--- src/rtl/bcud_pkg.sv ---
// Package for the byte charset to UCS-2 decoder.
// Holds the mode codes, the state and result types and the Latin-2 upper table.
// No dependencies.
package bcud_pkg;

   typedef enum logic [1:0] {
      MODE_LATIN1 = 2'd0,
      MODE_LATIN2 = 2'd1,
      MODE_UTF8   = 2'd2
   } bcud_mode_type;

   typedef struct packed {
      logic [1:0]  pending;
      logic [15:0] partial;
   } bcud_state_type;

   typedef struct packed {
      logic        emit;
      logic [15:0] code_point;
      logic        bad_lead;
   } bcud_result_type;

   localparam logic [7:0] LATIN2_BASE = 8'hA0;
   localparam int         LATIN2_SIZE = 96;

   localparam logic [15:0] LATIN2_UPPER [LATIN2_SIZE] = '{
      16'h00A0, 16'h0104, 16'h02D8, 16'h0141, 16'h00A4, 16'h013D, 16'h015A, 16'h00A7,
      16'h00A8, 16'h0160, 16'h015E, 16'h0164, 16'h0179, 16'h00AD, 16'h017D, 16'h017B,
      16'h00B0, 16'h0105, 16'h02DB, 16'h0142, 16'h00B4, 16'h013E, 16'h015B, 16'h02C7,
      16'h00B8, 16'h0161, 16'h015F, 16'h0165, 16'h017A, 16'h02DD, 16'h017E, 16'h017C,
      16'h0154, 16'h00C1, 16'h00C2, 16'h0102, 16'h00C4, 16'h0139, 16'h0106, 16'h00C7,
      16'h010C, 16'h00C9, 16'h0118, 16'h00CB, 16'h011A, 16'h00CD, 16'h00CE, 16'h010E,
      16'h0110, 16'h0143, 16'h0147, 16'h00D3, 16'h00D4, 16'h0150, 16'h00D6, 16'h00D7,
      16'h0158, 16'h016E, 16'h00DA, 16'h0170, 16'h00DC, 16'h00DD, 16'h0162, 16'h00DF,
      16'h0155, 16'h00E1, 16'h00E2, 16'h0103, 16'h00E4, 16'h013A, 16'h0107, 16'h00E7,
      16'h010D, 16'h00E9, 16'h0119, 16'h00EB, 16'h011B, 16'h00ED, 16'h00EE, 16'h010F,
      16'h0111, 16'h0144, 16'h0148, 16'h00F3, 16'h00F4, 16'h0151, 16'h00F6, 16'h00F7,
      16'h0159, 16'h016F, 16'h00FA, 16'h0171, 16'h00FC, 16'h00FD, 16'h0163, 16'h02D9
   };

endpackage

--- src/rtl/bcud_step.sv ---
// Decode step: one byte plus the current UTF-8 partial state gives the next
// state and an optional result. Pure combinational logic; uses bcud_pkg.
module bcud_step (
   input  logic [1:0]              mode,
   input  logic [7:0]              in_byte,
   input  bcud_pkg::bcud_state_type state_cur,
   output bcud_pkg::bcud_state_type state_nxt,
   output bcud_pkg::bcud_result_type result
);
   import bcud_pkg::*;

   logic [6:0]  latin2_idx;
   logic [15:0] cont_bits;
   logic [15:0] merged;

   assign latin2_idx = 7'(in_byte - LATIN2_BASE);

   always_comb begin
      case (state_cur.pending)
         2'd2:    cont_bits = {4'd0, in_byte[5:0], 6'd0};
         2'd3:    cont_bits = {in_byte[3:0], 12'd0};
         default: cont_bits = {10'd0, in_byte[5:0]};
      endcase
   end

   assign merged = state_cur.partial | cont_bits;

   always_comb begin
      state_nxt         = state_cur;
      result.emit       = 1'b1;
      result.code_point = {8'd0, in_byte};
      result.bad_lead   = 1'b0;
      case (mode)
         MODE_UTF8: begin
            if (state_cur.pending != 2'd0) begin
               state_nxt.pending = state_cur.pending - 2'd1;
               if (state_cur.pending == 2'd1) begin
                  state_nxt.partial = 16'd0;
                  result.code_point = merged;
               end else begin
                  state_nxt.partial = merged;
                  result.emit       = 1'b0;
               end
            end else if (!in_byte[7]) begin
               result.code_point = {8'd0, in_byte};
            end else if (!in_byte[5]) begin
               state_nxt.pending = 2'd1;
               state_nxt.partial = {5'd0, in_byte[4:0], 6'd0};
               result.emit       = 1'b0;
            end else if (!in_byte[4]) begin
               state_nxt.pending = 2'd2;
               state_nxt.partial = {in_byte[3:0], 12'd0};
               result.emit       = 1'b0;
            end else begin
               state_nxt.pending = 2'd0;
               state_nxt.partial = 16'd0;
               result.code_point = 16'd0;
               result.bad_lead   = 1'b1;
            end
         end
         MODE_LATIN2: begin
            if (in_byte >= LATIN2_BASE) begin
               result.code_point = LATIN2_UPPER[latin2_idx];
            end
         end
         default: begin
            result.code_point = {8'd0, in_byte};
         end
      endcase
   end

endmodule

--- src/rtl/byte_charset_to_ucs2_decoder.sv ---
// Byte charset to UCS-2 decoder, top level.
// Uses bcud_pkg and bcud_step.
//
// Converts a byte stream to 16-bit code points in Latin-1, Latin-2 or UTF-8
// as chosen by the mode register. Each byte is captured in an input
// register, decoded by the step logic and written to the result register,
// so a byte can be accepted every cycle while the result is not stalled;
// the UTF-8 partial state is updated as each byte advances. In UTF-8
// mode a result appears only on the last byte of a sequence, and a lead
// byte of the form 1x11xxxx gives a result with bad_lead set and code point
// zero. Write the mode only while no transaction is in flight; the write
// clears any partial UTF-8 sequence.
module byte_charset_to_ucs2_decoder (
   input  logic        clock,
   input  logic        reset,
   input  logic        req_valid,
   output logic        req_stall,
   input  logic [7:0]  req_in_byte,
   output logic        rsp_valid,
   input  logic        rsp_stall,
   output logic [15:0] rsp_code_point,
   output logic        rsp_bad_lead,
   input  logic        csr_valid,
   output logic        csr_ready,
   input  logic [1:0]  csr_coding_mode
);
   import bcud_pkg::*;

   logic            in_valid_ff, in_valid_in;
   logic [7:0]      in_byte_ff;
   logic [1:0]      mode_ff;
   bcud_state_type  state_ff, state_in;
   bcud_result_type step_res;
   logic            rsp_valid_ff, rsp_valid_in;
   logic [15:0]     rsp_code_point_ff;
   logic            rsp_bad_lead_ff;
   logic            out_free;
   logic            advance;
   logic            req_take;
   logic            csr_take;

   bcud_step u_step (
      .mode      (mode_ff),
      .in_byte   (in_byte_ff),
      .state_cur (state_ff),
      .state_nxt (state_in),
      .result    (step_res)
   );

   assign out_free    = !rsp_valid_ff || !rsp_stall;
   assign advance     = in_valid_ff && out_free;
   assign req_stall   = reset || (in_valid_ff && !out_free);
   assign req_take    = req_valid && !req_stall;
   assign csr_ready   = !reset && !in_valid_ff && !rsp_valid_ff;
   assign csr_take    = csr_valid && csr_ready;
   assign in_valid_in = req_stall ? in_valid_ff : req_valid;
   assign rsp_valid_in = out_free ? (advance && step_res.emit) : rsp_valid_ff;

   always_ff @(posedge clock) begin
      if (reset) begin
         in_valid_ff  <= 1'b0;
         rsp_valid_ff <= 1'b0;
         mode_ff      <= MODE_LATIN1;
         state_ff     <= '0;
      end else begin
         in_valid_ff  <= in_valid_in;
         rsp_valid_ff <= rsp_valid_in;
         if (csr_take) begin
            mode_ff  <= csr_coding_mode;
            state_ff <= '0;
         end else if (advance) begin
            state_ff <= state_in;
         end
      end
   end

   always_ff @(posedge clock) begin
      if (req_take) begin
         in_byte_ff <= req_in_byte;
      end
      if (advance && step_res.emit) begin
         rsp_code_point_ff <= step_res.code_point;
         rsp_bad_lead_ff   <= step_res.bad_lead;
      end
   end

   assign rsp_valid      = rsp_valid_ff;
   assign rsp_code_point = rsp_code_point_ff;
   assign rsp_bad_lead   = rsp_bad_lead_ff;

endmodule

--- config.mk ---
export PLATFORM = sky130hd
export DESIGN_NAME = byte_charset_to_ucs2_decoder
export DESIGN_NICKNAME = d
export VERILOG_FILES = /design/src/rtl/bcud_pkg.sv /design/src/rtl/bcud_step.sv /design/src/rtl/byte_charset_to_ucs2_decoder.sv
export SDC_FILE = /design/constraint.sdc
export NUM_CORES = 1
export LEC_CHECK = 0
export ABC_AREA = 1
export BUFFER_PORTS_ARGS = -buffer_cell sky130_fd_sc_hd__buf_4
export CAP_MARGIN = 10
export CORE_ASPECT_RATIO = 1.75
export CORE_MARGIN = 2
export CORE_UTILIZATION = 64
export DETAILED_ROUTE_END_ITERATION = 7
export PLACE_DENSITY = 0.86
export SYNTH_ARGS = -nofsm -noshare
export SYNTH_HDL_FRONTEND = slang
export SYNTH_SLANG_ARGS = --single-unit
--- constraint.sdc ---
create_clock -name clock -period 3.35 [get_ports clock]
set_input_delay 0.335 -clock clock [delete_from_list [all_inputs] [get_ports clock]]
set_output_delay 0.335 -clock clock [all_outputs]
set_load 0.1 [all_outputs]
==> flow_metrics.env <==
export IMPL_cp_endpoint="rsp_code_point[7]$_DFFE_PP_"
export IMPL_critPathCaptureType="flop"
export IMPL_syn_nets=507
export IMPL_netlist_instances=482
export IMPL_ys_ff_latch=47
export IMPL_grt_max_degree=28
export IMPL_holdBufCountCts=0
export IMPL_syn_to_final_growth_pct=9.38
export IMPL_final_core_util_pct=72.5
export IMPL_nNetsFinal=534
export IMPL_gp_congestion=1.12
export IMPL_drt_pass1_iterations=6
export IMPL_clk_latency_ns=0.30
export IMPL_cts_resized=0
export IMPL_setup_viol=0
export IMPL_synth_top_cell_area_share_pct=23.0
export IMPL_diodes=0
export IMPL_crit_type="reg -> reg"
export IMPL_crit_top_cell="nand2_1"
export IMPL_avgSynthCellArea_um2=6.78
export IMPL_hold_path_class="in -> reg"
export IMPL_dp_hpwl_um=8040
export IMPL_cts_made_buffers=5
export IMPL_fin_tns_setup_ns=0
export IMPL_critPathMaxStageDelay_ns=0.65
export IMPL_arrival_ns=2.58
export IMPL_cts_sinks=47
export IMPL_regArea_mm2=0.00119
export IMPL_cts_reportedPaths_clkPinSlew_ns=0.08
export IMPL_synth_area_top_cells="edfxtp_1 (23%), nand2_1 (18%), dfxtp_1 (13%)"
export IMPL_wl_per_cell_um=19.8
export IMPL_reg2reg_depth=12
export IMPL_place_ws_ns=0.919
export IMPL_vias=3605
export IMPL_antenna_found_initial=0
export IMPL_die_w_um=58.0
export IMPL_ir_drop_v=0.000392
export IMPL_antenna_left=0
export IMPL_reg2reg_to="rsp_code_point[7]$_DFFE_PP_"
export IMPL_leakage_nw=1.64
export IMPL_grt_ovfl_total=0
export IMPL_hold_viol_final=0
export IMPL_finalWirelength_um=11200
export IMPL_htreeDepth=2
export IMPL_cp_start_kind="flop"
export IMPL_clock_skew_ns=0.00317
export IMPL_grt_use_total_pct=40.9
export IMPL_period_share_pct=75.4
export IMPL_drc=0
export IMPL_cts_root_buf="clkbuf_8"
export IMPL_timing_rr_start="in_byte_ff[1]$_DFFE_PP_"
export IMPL_boundaryPins=35
export IMPL_worstPathCellList="inv_1, ha_1, inv_1, nand2_1, nand2_1, inv_1, o21ai_1, nand3_1, nand3_1, nand2_1, nand2_1, nand2_1"
export IMPL_drv_cap=0
export IMPL_relSlewSlack_pct=50.9
export IMPL_finalInstanceArea_mm2=0.00358
export IMPL_grt_pass1_vias=3488
export IMPL_reg2reg_setup_slack_ns=0.82
export IMPL_start_util_pct=66.3
export IMPL_grt_pass1_wl_um=17700
export IMPL_ys_seq_area_share_pct=36.4
export IMPL_drv_slew=0
export IMPL_drive_gt1_share_pct=13.7
export IMPL_synth_warnings=0
export IMPL_crit_start="in_byte_ff[1]$_DFFE_PP_"
export IMPL_synth_cell_types=34
export IMPL_drtIter0Drc=463
export IMPL_viasPerCell=6.39
export IMPL_portBuffers=34
export IMPL_tightest_slew_ns=0.734
export IMPL_layout_setup_ws_ns=0.824
export IMPL_fp_dieH_um=98.6
export IMPL_period_needed_ns=2.53
export IMPL_fp_row_count=34
export IMPL_cp_required_ns=3.41
export IMPL_syn_area_mm2=0.00327
export IMPL_path_max_fanout=12
export IMPL_power_density_mw_per_mm2=376
export IMPL_multi_input_area_mm2=0.00169
export IMPL_synth_top_area_cell="edfxtp_1"
export IMPL_core_area_mm2=0.00493
export IMPL_fillers=395
export IMPL_cp_slowest_cell="edfxtp_1"
export IMPL_rsz0062_at_grt="false"
export IMPL_dieArea_mm2=0.00572
export IMPL_cts_tree="done"
export IMPL_postCtsSetupBuffers=0
export IMPL_cts_buffer_depth=2
export IMPL_fmax_mhz=396
export IMPL_status="completed"
export IMPL_dpl_cell_area_mm2=0.00349
## area by class of cell
cell class | instances | share of cell area [%]
multi-input cells | 351 | 47.4
repair buffers | 37 | 7.77
clock inverters | 3 | 0.525
clock buffers | 5 | 1.92
well taps | 54 | 1.89
inverters | 67 | 7.21
flip-flops and latches | 47 | 33.3
## per-stage QoR
step                power, W  hold WS (ns)  std cells
floorplan           0.000918         0.404        482
global placement     0.00100         0.418        556
detailed placement   0.00101         0.424        556
CTS                  0.00133         0.203        564
global route         0.00139         0.195        564
finish               0.00134         0.203        564
## synthesized netlist by cell type
cell / instances
edfxtp_1: 25
nor3_1: 8
o32ai_2: 1
o211ai_1: 5
nor2_4: 1
nand3_2: 1
nor3_2: 1
dfxtp_1: 22
nand2_1: 158
nor2_1: 35
o2111ai_1: 1
inv_2: 5
nand3b_1: 1
a22oi_1: 1
o211ai_2: 1
o21ai_4: 1
clkinv_2: 1
o21ai_0: 29
buf_2: 5
a21oi_1: 30
nand2_2: 5
o22ai_1: 8
a21boi_0: 3
buf_6: 5
clkbuf_1: 2
nand3_1: 41
buf_4: 5
inv_1: 59
o41ai_1: 1
nor2_2: 6
a31oi_1: 1
ha_1: 10
o21ai_1: 2
inv_4: 2
## cell usage in the layout (no fill, tap or decap), types with 2 or more instances in the layout
master    count
buf_4        37
ha_1         10
nor2_2        6
o21ai_1       2
a21oi_1      30
edfxtp_1     25
o22ai_1       8
nand2_1     158
a21boi_0      3
nor3_1        8
nand3_1      41
inv_1        59
dfxtp_1      22
inv_4         3
nor2_1       35
o211ai_1      5
o21ai_0      29
inv_2         5
nand2_2       5
clkbuf_8      5
clkinv_2      2
## flip-flops by register name, summed over array words and instances (netlist names)
name / cells
state_ff: 18
rsp_code_point: 16
in_byte_ff: 8
mode_ff: 2
in_valid_ff: 1
rsp_bad_lead: 1
rsp_valid: 1
## worst min-delay path by stage
stage / start / endpoint / slack (ns) / depth (start not counted)
4_1_cts: req_in_byte[3] / in_byte_ff[3]$_DFFE_PP_ / 0.20 / 1
3_5_place_dp: state_ff[2]$_SDFFE_PP0P_ / state_ff[2]$_SDFFE_PP0P_ / 0.42 / 2
5_1_grt: req_in_byte[3] / in_byte_ff[3]$_DFFE_PP_ / 0.20 / 1
3_3_place_gp: state_ff[2]$_SDFFE_PP0P_ / state_ff[2]$_SDFFE_PP0P_ / 0.42 / 2
2_1_floorplan: reset / in_valid_ff$_SDFFE_PP0N_ / 0.40 / 1
6_report: req_in_byte[3] / in_byte_ff[3]$_DFFE_PP_ / 0.20 / 1
## critical path, delay by kind of cell, from the launching register on
kind | cells | cell delay (ns)
adders and majority gates | 1 | 0.38
buffers and inverters | 3 | 0.46
and+or+nand+nor | 7 | 0.62
AOI/OAI and AO/OA | 1 | 0.17
DFF | 1 | 0.65
## cells by family (layout without fill, tap and decap cells)
logic type      Yosys count  count (layout)  share of synthesized area [%]
flops                    47              47                           36.4
buf+inv                  84             112                           11.7
compound gates           84              84                           15.0
simple gates            257             257                           33.0
fa+ha+maj                10              10                           3.83
## metal layers
metal,wire length (um),vias up,track usage (%)
li1,-,1613,-
met1,3550,1580,42.5
met2,5710,315,71.0
met3,958,97,6.69
met4,952,0,30.6
met5,0,-,0
## power breakdown
| part | internal, W | switching, W |
|---|---|---|
| Clock | 0.000146 | 0.000190 |
| Sequential | 0.000630 | 0.0000184 |
| Combinational | 0.0000875 | 0.000272 |
| Total | 0.000863 | 0.000480 |
(Power assumes the default switching activity.)
